==> config.mk <==
export PLATFORM = sky130hd
export DESIGN_NAME = ffba_cell
export DESIGN_NICKNAME = d
export VERILOG_FILES = /design/src/hw/rtl/ffba_pkg.sv /design/src/hw/rtl/ffba_cell.sv
export SDC_FILE = /design/constraint.sdc
export NUM_CORES = 1
export LEC_CHECK = 0
export ABC_AREA = 1
export CORE_UTILIZATION = 25
export CTS_BUF_LIST = sky130_fd_sc_hd__clkbuf_8
export DETAILED_ROUTE_END_ITERATION = 10
export DONT_BUFFER_PORTS = 1
export GPL_TIMING_DRIVEN = 0
export PLACE_DENSITY_LB_ADDON = 0.25
export SETUP_SLACK_MARGIN = 0.4
export SLEW_MARGIN = 40
export SYNTH_ARGS = -nofsm -noshare
export SYNTH_HDL_FRONTEND = slang
export SYNTH_SLANG_ARGS = --single-unit
==> constraint.sdc <==
create_clock -name i_clk -period 4.16 [get_ports i_clk]
set_input_delay 0.832 -clock i_clk [delete_from_list [all_inputs] [get_ports i_clk]]
set_output_delay 0.832 -clock i_clk [all_outputs]
set_load 0.05 [all_outputs]
==> src/hw/rtl/ffba_pkg.sv <==
// Shared types and codes for the first-fit block allocator.
`timescale 1ns / 1ps
`default_nettype none
package ffba_pkg;

    localparam int DW = 32;

    typedef enum logic [1:0] {
        REQ_ALLOC = 2'd0,
        REQ_FREE  = 2'd1,
        REQ_INIT  = 2'd2,
        REQ_NONE  = 2'd3
    } t_req;

    typedef enum logic [2:0] {
        ST_GRANTED = 3'd0,
        ST_EVICTED = 3'd1,
        ST_FREED   = 3'd2,
        ST_NOSPACE = 3'd3,
        ST_BADADDR = 3'd4,
        ST_INIT    = 3'd5
    } t_status;

    // table cell operations
    typedef enum logic [2:0] {
        TOP_HOLD,
        TOP_WRITE,
        TOP_INS,
        TOP_DEL,
        TOP_INIT
    } t_top;

    // age cell operations
    typedef enum logic [1:0] {
        AOP_HOLD,
        AOP_WRITE,
        AOP_DEL
    } t_aop;

    typedef struct packed {
        logic [DW-1:0] start;
        logic [DW-1:0] size;
        logic          used;
    } t_entry;

    typedef struct packed {
        t_top          op;
        logic          we_used;
        logic          we_size;
        logic          wused;
        logic [DW-1:0] wstart;
        logic [DW-1:0] wsize;
    } t_tcmd;

    typedef struct packed {
        t_aop          op;
        logic [DW-1:0] wdata;
    } t_acmd;

endpackage
`default_nettype wire

==> src/hw/rtl/ffba_cell.sv <==
// One entry of the address-ordered block table; shifts with its neighbors.
`timescale 1ns / 1ps
`default_nettype none
module ffba_cell
    import ffba_pkg::*;
#(
    parameter int IW  = 5,
    parameter int IDX = 0
) (
    input  wire logic          i_clk,
    input  wire logic          i_rst_n,
    input  wire t_tcmd         i_cmd,
    input  wire logic [IW-1:0] i_pos,
    input  wire t_entry        i_left,
    input  wire t_entry        i_right,
    output t_entry             o_entry
);

    localparam logic [IW-1:0] ME = IW'(IDX);

    logic          r_used, n_used;
    logic [DW-1:0] r_start, n_start;
    logic [DW-1:0] r_size, n_size;

    always_comb begin
        n_used  = r_used;
        n_start = r_start;
        n_size  = r_size;
        unique case (i_cmd.op)
            TOP_HOLD: ;
            TOP_WRITE: begin
                if (i_pos == ME) begin
                    if (i_cmd.we_used) n_used = i_cmd.wused;
                    if (i_cmd.we_size) n_size = i_cmd.wsize;
                end
            end
            TOP_INS: begin
                if (ME > i_pos) begin
                    n_used  = i_left.used;
                    n_start = i_left.start;
                    n_size  = i_left.size;
                end else if (ME == i_pos) begin
                    n_used  = 1'b0;
                    n_start = i_cmd.wstart;
                    n_size  = i_cmd.wsize;
                end
            end
            TOP_DEL: begin
                if (ME >= i_pos) begin
                    n_used  = i_right.used;
                    n_start = i_right.start;
                    n_size  = i_right.size;
                end
            end
            TOP_INIT: begin
                n_used = 1'b0;
                if (ME == '0) begin
                    n_start = '0;
                    n_size  = i_cmd.wsize;
                end
            end
            default: ;
        endcase
    end

    always_ff @(posedge i_clk) begin
        if (!i_rst_n) begin
            r_used <= 1'b0;
        end else begin
            r_used <= n_used;
        end
    end

    always_ff @(posedge i_clk) begin
        r_start <= n_start;
        r_size  <= n_size;
    end

    assign o_entry = '{start: r_start, size: r_size, used: r_used};

endmodule
`default_nettype wire

==> metrics <==
status complete, but fails checks; violated checks design-rule violations; Reg2Reg Setup Slack 3.57 ns; CP cell instances inv_1, nand2_1, nor2_2, inv_2, buf_6, a21oi_4, buf_8; Logic pwr share 7.5%; DR vias 2,091; Sw Pwr 436.2 uW; clock share of power 29.9%; crit-path leading delay family buffers and inverters; synth warn 0; Crit Path Category primary input to register; Clock Pin Slew Worst Setup and Hold Paths 0.06 ns; Syn Inst Count 304; first-pass GRT wire length 11.10 mm; Switching Fraction 30.04%; internal power 1.016 mW; Rel. slew slack 58.15%; num rows 39; slowest cell on the critical path a21oi_4; CTS tree done; post-CTS sizing 0; # clock sinks 65; syn nets 511; vias in the first global route 2,039; XOR/XNOR Fraction of Synth Area 0%; synthesis-to-finish area growth 13.14%; initial antenna violation count 0; average wire per standard cell 15.68 um; Setup Fix Bufs, Post-CTS 0; VDD IR max 0.0001066 V; layout net count 524; Pwr per Cell Area 427.8 nW/um^2; Overflow after GRT 0; Synth top area share 64.05%; detailed placement HPWL 5.559 mm; R2R depth 2; Post-CTS Hold Fix Bufs 0; maximum fanout along the worst path 18; Multi-input gate area 893.4 um^2; vias per cell 4.506; min Tclk post-route 2.036 ns; top cells by area, synth edfxtp_1 64%, nand2_1 21%, nand3_1 5.7%; CTS Buf Count 9; max_cap viols 0; hold crit path type register to register; largest net degree at the start of global routing 19; # IOs 272; setup violators final 0; Tcrit/Tclk final 48.94%; sequential area share after synthesis 64.72%; Post-Route WL 7.275 mm; WHS 0.5069 ns; Max Buffers Root-to-Sink 2; simple-gate share of the synthesized area 28.52%; share of layout cells above drive strength 1 12.15%; Synth Area in Compound Gates 0.5004%; Fillers 1,200; crit path buf inv count 4; RSZ-0062 raised after global routing no; GP Congestion 0.7504; WP data arrival 2.08 ns; Avg Synthesized Cell Area 9.870 um^2; Worst R2R End r_used; Largest stage delay, worst path 0.45 ns; antenna cells 0; mapped cell area 3000 um^2; Core ar. 11,560 um^2; WHS Endpoint r_used; Initial DRC Count 130; Port Buffers 0; # DRC 15; H-tree lvl count 3; Post-Synth Adder-Cell Area 0%; Post-synth EDFFs 64; Die H 111.6 um; die area 12,440 um^2; cell taking the most area after synthesis edfxtp_1; Final Max Tran Viols 0; Top FF cell, synth edfxtp_1; #FFs+latches synth 65; largest family of logic cells by synthesized area simple AND/OR/NAND/NOR gates; CTS root buf clkbuf_8; Worst-Margin Slew 0.6253 ns; clk_skew 0 ns; Clk Latency, worst-skew pair 0.33 ns; TritonRoute pass-1 iters 7; hold path depth 2; sequential share of power 62.7%; library cells used by synthesis 17; Routed Antenna Nets 0; Max Clk Rate 491.2 MHz; Initial Utilization 25.94%; worst reg2reg startpoint r_used; Final Hold Viols 0; nature of the critical path startpoint primary input; mux share of post-synthesis cell area 0%; crit path capture type register; Pleak 1.396 nW; overall die width 111.6 um; async set or reset register ratio after synthesis 0%; Critical Path RT 4.20 ns; hold_sp r_used; GR Util All Layers 12.08%; Reg area 1942 um^2; setup TNS 0 ns
==> worst register-to-register path, delay by kind of cell, from the launching register on <==
family / cells / cell delay [ns]
compound gates: 1 / 0.11
flops: 1 / 0.32
simple gates: 1 / 0.05
==> through the flow <==
stage                     std cells  setup WS, ns  power [mW]  cell area, um^2  utilization, %
after CTS                       464         2.117       1.483             3395           29.35
after floorplan                 304        0.8757       1.002             3000               -
after detailed placement        449         1.733       1.037             3244           28.05
final                           464         2.124       1.452             3395           29.35
after global routing            464         2.005       1.528             3395           29.35
after global placement          447       0.04884       1.029             3179           27.49
==> flip-flops by register name, indices dropped and copies added (netlist names) <==
signal,cells
r_used,1
r_size,32
r_start,32
==> cell type report <==
cell class	instances	area share, %
multi-input combinational	215	26.32
clock buffer	9	3.649
timing repair buffer	2	1.253
buffer	17	4.755
inverter	7	0.7740
sequential	65	57.21
tap	143	5.271
clock inverter	6	0.7740
==> layout by cell type (no fill, tap or decap) <==
master and count:
buf_4 8, inv_1 4, o21ai_4 1, nor4_1 1, nand3_1 34, buf_16 1, buf_8 1, inv_2 3
clkbuf_8 9, a21oi_4 1, buf_6 9, a21oi_1 1, nor2_2 1, nand3_2 1, nand2_1 165, dfxtp_1 1
clkinv_2 3, nand2_2 1, edfxtp_1 64, clkinv_1 3, nor3_1 1, nor2_1 7, nand4_1 1
==> worst max path at each step <==
stage	startpoint	slack (ns)	endpoint	depth (start not counted)
2_1_floorplan	i_cmd[67]	0.88	r_size[0]	6
3_3_place_gp	i_cmd[67]	0.05	r_size[23]	6
3_5_place_dp	i_cmd[67]	1.73	r_size[23]	7
4_1_cts	i_cmd[67]	2.12	r_size[12]	7
5_1_grt	i_pos[4]	2.00	r_size[23]	4
6_report	i_cmd[67]	2.12	r_size[19]	7
==> cells by family (layout without fill, tap and decap cells) <==
logic type      count (synthesis)  after routing
compound gates                  3              3
simple gates                  212            212
buf+inv                        24             41
flops                          65             65
==> power groups by stage <==
stage	Combinational, mW	Clock, mW	Sequential [mW]
6_report	0.108	0.434	0.910
5_1_grt	0.126	0.489	0.913
4_1_cts	0.111	0.461	0.911
3_5_place_dp	0.112	0	0.924
3_3_place_gp	0.102	0	0.927
2_1_floorplan	0.0823	0	0.919
==> routing by layer <==
metal	GRT usage (%)	routed length [um]
met3	5.498	769
met5	0	0
met1	13.20	2829
met2	19.58	3537
met4	6.577	139
==> Yosys cell counts, types with 2 or more instances <==
| cell type | count |
|---|---|
| buf_4 | 8 |
| buf_6 | 9 |
| nand2_1 | 165 |
| inv_1 | 4 |
| nor2_1 | 7 |
| a21oi_1 | 2 |
| inv_2 | 3 |
| nand3_1 | 34 |
| edfxtp_1 | 64 |
(Power assumes the default switching activity.)
