$ cat src/hw/rtl/ffba_pkg.sv
// Shared types and codes for the first-fit block allocator.
`timescale 1ns / 1ps
`default_nettype none
package ffba_pkg;

    localparam int DW = 32;

    typedef enum logic [1:0] {
        REQ_ALLOC = 2'd0,
        REQ_FREE  = 2'd1,
        REQ_INIT  = 2'd2,
        REQ_NONE  = 2'd3
    } t_req;

    typedef enum logic [2:0] {
        ST_GRANTED = 3'd0,
        ST_EVICTED = 3'd1,
        ST_FREED   = 3'd2,
        ST_NOSPACE = 3'd3,
        ST_BADADDR = 3'd4,
        ST_INIT    = 3'd5
    } t_status;

    // table cell operations
    typedef enum logic [2:0] {
        TOP_HOLD,
        TOP_WRITE,
        TOP_INS,
        TOP_DEL,
        TOP_INIT
    } t_top;

    // age cell operations
    typedef enum logic [1:0] {
        AOP_HOLD,
        AOP_WRITE,
        AOP_DEL
    } t_aop;

    typedef struct packed {
        logic [DW-1:0] start;
        logic [DW-1:0] size;
        logic          used;
    } t_entry;

    typedef struct packed {
        t_top          op;
        logic          we_used;
        logic          we_size;
        logic          wused;
        logic [DW-1:0] wstart;
        logic [DW-1:0] wsize;
    } t_tcmd;

    typedef struct packed {
        t_aop          op;
        logic [DW-1:0] wdata;
    } t_acmd;

endpackage
`default_nettype wire

$ cat src/hw/rtl/ffba_age_cell.sv
// One slot of the allocation age list, oldest at slot zero.
`timescale 1ns / 1ps
`default_nettype none
module ffba_age_cell
    import ffba_pkg::*;
#(
    parameter int IW  = 5,
    parameter int IDX = 0
) (
    input  wire logic          i_clk,
    input  wire t_acmd         i_cmd,
    input  wire logic [IW-1:0] i_pos,
    input  wire logic [DW-1:0] i_right,
    output logic [DW-1:0]      o_data
);

    localparam logic [IW-1:0] ME = IW'(IDX);

    logic [DW-1:0] r_data, n_data;

    always_comb begin
        n_data = r_data;
        unique case (i_cmd.op)
            AOP_HOLD:  ;
            AOP_WRITE: if (i_pos == ME) n_data = i_cmd.wdata;
            AOP_DEL:   if (ME >= i_pos) n_data = i_right;
            default:   ;
        endcase
    end

    always_ff @(posedge i_clk) begin
        r_data <= n_data;
    end

    assign o_data = r_data;

endmodule
`default_nettype wire

$ cat config.mk
export PLATFORM = sky130hd
export DESIGN_NAME = ffba_age_cell
export DESIGN_NICKNAME = d
export VERILOG_FILES = /design/src/hw/rtl/ffba_pkg.sv /design/src/hw/rtl/ffba_age_cell.sv
export SDC_FILE = /design/constraint.sdc
export NUM_CORES = 1
export LEC_CHECK = 0
export ABC_CLOCK_PERIOD_IN_PS = 5900
export BUFFER_PORTS_ARGS = -buffer_cell sky130_fd_sc_hd__buf_2
export CORE_ASPECT_RATIO = 0.7
export CORE_MARGIN = 2
export CORE_UTILIZATION = 44
export DETAILED_ROUTE_END_ITERATION = 7
export GPL_TIMING_DRIVEN = 0
export HOLD_SLACK_MARGIN = 0.15
export PLACE_DENSITY = 0.93
export SLEW_MARGIN = 20
export SYNTH_ARGS = -nofsm -noshare
export SYNTH_HDL_FRONTEND = slang
export SYNTH_SLANG_ARGS = --single-unit
$ cat constraint.sdc
create_clock -name i_clk -period 5.9 [get_ports i_clk]
set_clock_uncertainty 0.2 [all_clocks]
set_input_delay 0.59 -clock i_clk [delete_from_list [all_inputs] [get_ports i_clk]]
set_output_delay 0.59 -clock i_clk [all_outputs]
set_load 0.005 [all_outputs]
==> results.yml, run 1 <==
routing:
  drc: 0
  drt_iter0_markers: 13
  viasPerCell: 4.416
  drt_wl_total_um: 2820
  wire_per_inst_um: 12.10
  dr.pass1.iters: 3
  dr_total_vias: 1029
  ant_nets: 0
floorplanning:
  core_um2: 3254
  die_w_um: 74.72
  rows: 17
  ios: 104
  initial_core_util_pct: 47.33
  dieArea_um2: 3997
  die_y_um: 53.50
timing:
  worst_slew_pin_slew_ns: 0.1961
  rsz0062_at_grt: "no"
  drv_slew: 0
  hold_slack_ns: 0.4027
  setup_viol: 0
  fin_crit_sh_pct: 35.06
  clock.fmax_ghz: 0.4834
  setup_ws_ns: 3.831
  fin_crit_ns: 2.069
  slew_headroom_pct: 86.85
  setup_tns_ns: 0
  hold_viol_final: 0
layout:
  n_fill_cell: 238
  area_growth_pct: 46.30
  drive_above_1_share_pct: 81.72
  diodes: 0
  largest_register_ff_count: 32
  finalInstanceArea_um2: 2253
  final_nets: 257
yosys:
  avgSynthCellArea_um2: 21.39
  synth-seq-cells: 32
  synth-simple-area-share_pct: 1.706
  synth_top_family_by_area: "multiplexers"
  synth-compound-area-share_pct: 0
  synth_nets: 144
  synthAdderAreaFrac_pct: 0
  syn_area_um2: 1540
  synth_xor_xnor_area_share_pct: 0.5686
  postSynthCellCount: 72
  yosys.cell_types.count: 9
  yosys_warnings: 0
  synth_seq_area_share_pct: 62.39
  synth.area.mux_share_pct: 30.71
critical_path:
  end_kind: "flop"
  start_kind: "input pin"
  critPathMaxFanout: 11
  crit_arrival_ns: 1.85
  critPathLaunch: "i_pos[3]"
  critPathKind: "input pin to flop"
  crit_end: "o_data[3]$_DFFE_PP_"
  cp.required_ns: 5.68
cts:
  cts_hold_buf: 0
  cts_resized: 0
  cts.path.max_buffers: 2
  htree_levels: 2
  clock-sinks: 32
  cts_root_buffer: "clkbuf_8"
  cts.clk_slew.worst_paths_ns: 0.07
  postCtsSetupRepairBufs: 0
  cts_buffers: 5
  cts_tree: "done"
power:
  power_density_nw_per_um2: 234.7
  ir_drop_v: 0.0001479
  p_leak_nw: 1.041
global_route:
  grt_max_degree: 12
  grt_pass1_vias: 1034
  grt_usage_pct: 14.80
  grt_pass1_wl_um: 4091
  grt.overflow.total: 0
  antenna_found_initial: 0
placement:
  placed_area_um2: 2142
  dp_slack_ns: 3.530
  hpwl_um: 2340
  port_buffers: 103
  routabilityCongestion: 0.6951
status:
  outcome: "finished, final reports clean"
hold_path:
  hp-class: "input pin to flop"
run:
  max_cap_violations: 0
==> cell usage in the layout (no fill, tap or decap) <==
cell / netlist / final
buf_4: 0 / 3
clkinv_2: 0 / 1
clkbuf_8: 0 / 5
buf_6: 1 / 1
nor2b_4: 1 / 1
edfxtp_1: 32 / 32
clkinvlp_4: 0 / 1
buf_12: 3 / 3
mux2_2: 2 / 2
xnor2_1: 1 / 1
mux2_4: 30 / 30
bufinv_16: 0 / 1
or4_1: 1 / 1
buf_2: 0 / 103
nor3_2: 0 / 1
==> critical path: stages <==
cell and delay, ns:
buf_2 0.09, or4_1 0.53, nor3_2 0.18, buf_4 0.24
buf_4 0.22
==> final cells by class <==
cell class,instances,area (um2),area share [%]
clock buffers,5,68.82,3.054
flip-flops and latches,32,960.9,42.64
plain buffers,4,71.32,3.165
clock inverters,3,42.54,1.888
multi-input cells,36,513.0,22.77
well taps,47,58.81,2.610
repair buffers,106,538.0,23.88
==> layer usage <==
layer | track usage [%] | vias up | share of wire, % | wire [um]
met1 | 12.20 | 453 | 34 | 957
met5 | 0 | - | 0 | 0
met4 | 8.631 | 0 | 2.0 | 57
met3 | 8.000 | 8 | 11 | 303
met2 | 27.88 | 62 | 53 | 1502
li1 | - | 506 | - | -
==> power breakdown <==
group          leakage (nW)   total, W  internal, W  switching, W
logic                 0.698  0.0000691    0.0000488     0.0000203
clock network        0.0541   0.000204     0.000125     0.0000793
registers             0.288   0.000256     0.000255   0.000000588
==> synth_stat cells, drive strengths merged <==
library cell | instances | area, um2
nor3 | 1 | 5.000
edfxtp | 32 | 960.9
or4 | 1 | 7.510
mux2 | 32 | 473.0
buf | 4 | 71.32
xnor2 | 1 | 8.760
nor2b | 1 | 13.76
==> stage by stage <==
stage	util (%)	power [W]	instances
global placement	64.98	0.0003280	222
finish	69.24	0.0005289	233
global route	69.24	0.0005486	233
CTS	69.24	0.0005359	233
detailed placement	65.82	0.0003307	225
floorplan	-	0.0003008	72
==> worst min-delay path by stage <==
stage,from,to,cells past startpoint
4_1_cts,i_cmd[2],o_data[2]$_DFFE_PP_,2
5_1_grt,i_cmd[16],o_data[16]$_DFFE_PP_,2
3_3_place_gp,i_cmd[16],o_data[16]$_DFFE_PP_,2
6_report,i_cmd[15],o_data[15]$_DFFE_PP_,2
3_5_place_dp,i_cmd[15],o_data[15]$_DFFE_PP_,2
2_1_floorplan,i_right[0],o_data[0]$_DFFE_PP_,1
==> cell families (layout without fill, tap and decap cells) <==
family	after synthesis	in the layout
xor+xnor	1	1
buf+inv	4	118
flops	32	32
mux	32	32
simple gates	3	3
Note: power is estimated with default switching activity, not from simulation.
==> run 2, diff against run 1 <==
- ABC_CLOCK_PERIOD_IN_PS: 5900 -> 1700
- CORE_UTILIZATION: 44 -> 37
- PLACE_DENSITY: 0.93 -> 0.84
- clock period: 5.9 -> 1.7 ns (I/O delays scaled with it)
==> run 2 against run 1 <==
Net effect: global-route usage rose by 4.8 points; final cell count grew 29%; core utilization grew 4.0 points; combinational power rose to 5.4 times the previous value; clock power grew to 2.7 times the previous value; largest power group unchanged; sequential power rose to 3.5 times the previous value; critical endpoint is now o_data[22]$_DFFE_PP_; worst hold slack got worse by 0.24 ns; sequential cell count is the same; die area increased by 18%; via count grew 27%; worst setup slack lost 3.7 ns; non-clock buffer count up 63.
==> results.yml, run 2 (synthesized netlist as in run 1, its figures left out) <==
routing:
  viasPerCell: 4.355
  drt_wl_total_um: 4383
  drc: 0
  dr.pass1.iters: 3
  ant_nets: 0
  dr_total_vias: 1311
  drt_iter0_markers: 24
  wire_per_inst_um: 14.56
layout:
  finalInstanceArea_um2: 2892
  final_nets: 320
  drive_above_1_share_pct: 59.84
  multiInputGateArea_um2: 523.0
  register_area_um2: 960.9
  final_common_cell: "buf_2"
  fin_cells: 301
  diodes: 0
  final_cell_mix: "buf_2, dlygate4sd3_1, edfxtp_1"
  largest_register_ff_count: 32
  area_growth_pct: 87.73
  n_fill_cell: 273
cts:
  htree_levels: 2
  cts.path.max_buffers: 2
  cts_buffers: 5
  cts.clk_slew.worst_paths_ns: 0.07
  cts_tree: "done"
  clock-sinks: 32
  cts_root_buffer: "clkbuf_8"
critical_path:
  critical_path.max_stage_delay_ns: 0.54
  slowest_stage: "or4_4"
  path_buf_inv: 2
  crit_arrival_ns: 1.35
  worstPathCellList: "buf_2 -> or4_4 -> nor3_4 -> buf_8"
  start_kind: "input pin"
  cp_top_family: "simple AND/OR/NAND/NOR gates"
  cp.required_ns: 1.47
  critPathKind: "input pin to flop"
  end_kind: "flop"
  critPathMaxFanout: 18
run:
  max_cap_violations: 0
timing:
  fin_crit_ns: 1.573
  clock.fmax_ghz: 0.6356
  setup_viol: 0
  hold_slack_ns: 0.1671
  fin_crit_sh_pct: 92.55
  worst_slew_pin_slew_ns: 0.2747
  slew_headroom_pct: 81.56
  rsz0062_at_grt: "no"
  setup_ws_ns: 0.1267
  drv_slew: 0
  hold_viol_final: 0
placement:
  placed_area_um2: 2151
  dp.cells: 228
  dp_slack_ns: -0.5022
  port_buffers: 103
  routabilityCongestion: 0.6732
power:
  power_density_nw_per_um2: 623.9
  ir_drop_v: 0.0004821
  p_leak_nw: 1.298
global_route:
  grt_max_degree: 19
  grt.overflow.total: 0
  antenna_found_initial: 0
  grt_usage_pct: 19.64
  grt_pass1_wl_um: 6568
  grt_pass1_vias: 1470
floorplanning:
  die_y_um: 57.98
  die_w_um: 81.12
  rows: 19
  dieArea_um2: 4703
  ios: 104
  initial_core_util_pct: 39.03
  core_um2: 3946
status:
  outcome: "finished, final reports clean"
hold_path:
  hp-class: "input pin to flop"
==> run 2: cell types whose count changed in the layout (fill, tap and decap cells not counted), sizes merged <==
cell	delta
buf	-1
bufinv	-1
clkbuf	+2
clkinvlp	-1
dlygate4sd3	+64
==> run 2: worst min-delay path: cells and delay by family <==
family	cells	cell delay (ns)
buf+inv	2	0.24
simple gates	1	0.05
==> run 2: final timing paths <==
check	start	cells after the start	slack (ns)	endpoint
setup / recovery	i_pos[3]	4	0.13	o_data[22]$_DFFE_PP_
hold / removal	i_pos[4]	3	0.17	o_data[12]$_DFFE_PP_
==> run 2: area by class of cell <==
class | count | share of cell area [%]
Buffer | 4 | 2.466
Sequential cell | 32 | 33.23
Tap cell | 52 | 2.250
Clock buffer | 7 | 2.640
Timing Repair Buffer | 169 | 41.19
Clock inverter | 1 | 0.1298
Multi-Input combinational cell | 36 | 18.09
==> run 2: per-stage QoR <==
step	power (W)	TNS [ns]	util [%]
floorplan	0.001046	-13.01	-
global placement	0.001142	-25.64	54.12
detailed placement	0.001153	-13.34	54.50
CTS	0.001807	0	73.27
global route	0.001880	0	73.27
finish	0.001804	0	73.27
==> run 2: what timing repair did <==
action | 4_1_cts | 5_1_grt
hold buffers | 64 | 0
gates resized for setup | 0 | 0
buffers inserted | 1 | 0
endpoints found under the setup margin | 32 | 0
endpoints found under the hold margin | 32 | 0
==> run 2: power breakdown <==
part           switching [W]  internal (W)  leakage (nW)
registers         0.00000228      0.000886         0.288
clock network       0.000261      0.000285        0.0399
logic               0.000104      0.000267         0.970
total               0.000367       0.00144          1.30
==> run 2: layer usage <==
metal  wire length, um  GRT usage [%]
met1              1470          17.34
met2              2574          40.50
met3               198          4.829
met4               140          9.685
met5                 0              0
==> run 3, diff against run 2 <==
--- a/config.mk
+++ b/config.mk
@@ -9,3 +9,2 @@
 export BUFFER_PORTS_ARGS = -buffer_cell sky130_fd_sc_hd__buf_2
-export CORE_ASPECT_RATIO = 0.7
 export CORE_MARGIN = 2
==> constraint.sdc (replaced) <==
create_clock -name i_clk -period 1.7 [get_ports i_clk]
set_clock_uncertainty 0.2 [all_clocks]
set_input_delay 0.425 -clock i_clk [delete_from_list [all_inputs] [get_ports i_clk]]
set_output_delay 0.425 -clock i_clk [all_outputs]
set_load 0.005 [all_outputs]
==> run 3 against run 2 <==
Net effect: the flow now finishes with violations (setup timing); clock power decreased by 11%; fmax shrank 8.3%; global-route usage down 5.1 points; core utilization down 15 points; first-iteration DRC count is 54% lower; worst setup slack got worse by 0.14 ns; wire length down 23%; sequential share of layout area is 8.1 points higher; via count decreased by 20%; final area fell by 20%; sequential cell count did not move; power shrank 9.7%; critical path type unchanged; highest routed layer unchanged.
==> results.yml, run 3 (synthesized netlist as in run 1, its figures left out) <==
cts:
  cts_hold_buf: 0
  htree_levels: 2
  cts_buffers: 5
  cts_root_buffer: "clkbuf_8"
  cts_tree: "done"
  clock-sinks: 32
  cts.clk_slew.worst_paths_ns: 0.06
  cts.path.max_buffers: 2
timing:
  hold_slack_ns: 0.2554
  fin_crit_sh_pct: 100.9
  setup_tns_ns: -0.2527
  slew_headroom_pct: 82.66
  drv_slew: 0
  rsz0062_at_grt: "yes"
  clock.fmax_ghz: 0.5827
  setup_ws_ns: -0.01612
  worst_slew_pin_slew_ns: 0.2582
  hold_viol_final: 0
  fin_crit_ns: 1.716
  setup_viol: 25
placement:
  routabilityCongestion: 0.6997
  port_buffers: 103
  dp.cells: 226
  placed_area_um2: 2161
layout:
  finalInstanceArea_um2: 2326
  diodes: 0
  drive_above_1_share_pct: 82.35
  final_nets: 261
  final_common_cell: "buf_2"
  area_growth_pct: 51.02
  fin_cells: 237
  final_cell_mix: "buf_2, edfxtp_1, mux2_4"
  largest_register_ff_count: 32
  fin_util_pct: 58.15
hold_path:
  hold_start: "i_cmd[12]"
  hp-class: "input pin to flop"
  hold_depth: 2
  min_to: "o_data[12]$_DFFE_PP_"
routing:
  wire_per_inst_um: 14.31
  dr.pass1.iters: 6
  dr_total_vias: 1052
  drc: 0
  drt_iter0_markers: 11
  viasPerCell: 4.439
  drt_wl_total_um: 3392
  ant_nets: 0
critical_path:
  crit_arrival_ns: 1.50
  critPathKind: "input pin to flop"
  end_kind: "flop"
  critPathMaxFanout: 6
  start_kind: "input pin"
  cp.required_ns: 1.49
floorplanning:
  core_um2: 4000
  die_y_um: 68.52
  rows: 23
  initial_core_util_pct: 38.50
  die_w_um: 68.52
  ios: 104
  dieArea_um2: 4695
global_route:
  grt.overflow.total: 0
  antenna_found_initial: 0
  grt_usage_pct: 14.57
  grt_pass1_vias: 1014
  grt_pass1_wl_um: 4685
  grt_max_degree: 15
status:
  outcome: "finished, violations left"
  violations: "setup timing"
run:
  max_cap_violations: 0
power:
  ir_drop_v: 0.0005726
  p_leak_nw: 1.066
  power_density_nw_per_um2: 700.6
run 3: layer usage:
metal / vias up / GRT usage, % / part of all wire [%]
li1: 512 / - / -
met1: 475 / 14.65 / 33
met2: 61 / 26.68 / 56
met3: 4 / 6.006 / 10
met4: 0 / 5.250 / 0.80
met5: - / 0 / 0
run 3: final cells by class:
| type | count | area, um2 |
|---|---|---|
| buffer | 4 | 71.32 |
| fill | 300 | 1674 |
| sequential | 32 | 960.9 |
| multi-input combinational | 36 | 523.0 |
| timing repair buffer | 110 | 639.4 |
| tap | 50 | 62.56 |
| clock buffer | 5 | 68.82 |
run 3: critical path, stage by stage:
cell	delay [ns]
buf_6	0.09
or4_4	0.54
nor3_4	0.16
buf_12	0.16
clkbuf_16	0.13
run 3: power breakdown:
group          total, W  internal (W)  switching [W]  leakage, nW
Combinational  0.000255      0.000176      0.0000787        0.742
Sequential     0.000888      0.000886     0.00000224        0.288
Clock          0.000486      0.000263       0.000223       0.0359
run 3: what timing repair did:
item / CTS / global route
setup buffers: 4 / 1
gates cloned: 1 / 3
pin swaps: 1 / 2
resized for setup: 1 / 14
endpoints found under the setup margin: 32 / 32
run 3: worst max-delay path by stage:
stage / start / slack (ns) / to
after floorplan: i_pos[3] / -0.66 / o_data[0]$_DFFE_PP_
after global placement: i_pos[3] / -1.02 / o_data[26]$_DFFE_PP_
after detailed placement: i_pos[3] / -0.74 / o_data[26]$_DFFE_PP_
after CTS: i_pos[3] / -0.09 / o_data[11]$_DFFE_PP_
after global routing: i_pos[0] / -0.02 / o_data[14]$_DFFE_PP_
final: i_pos[0] / -0.02 / o_data[28]$_DFFE_PP_
run 3: through the flow:
step           power [W]  worst slack [ns]
4_1_cts         0.001647          -0.08935
6_report        0.001629          -0.01612
3_5_place_dp    0.001157           -0.7427
3_3_place_gp    0.001145            -1.024
2_1_floorplan   0.001046           -0.6615
5_1_grt         0.001695          -0.01909
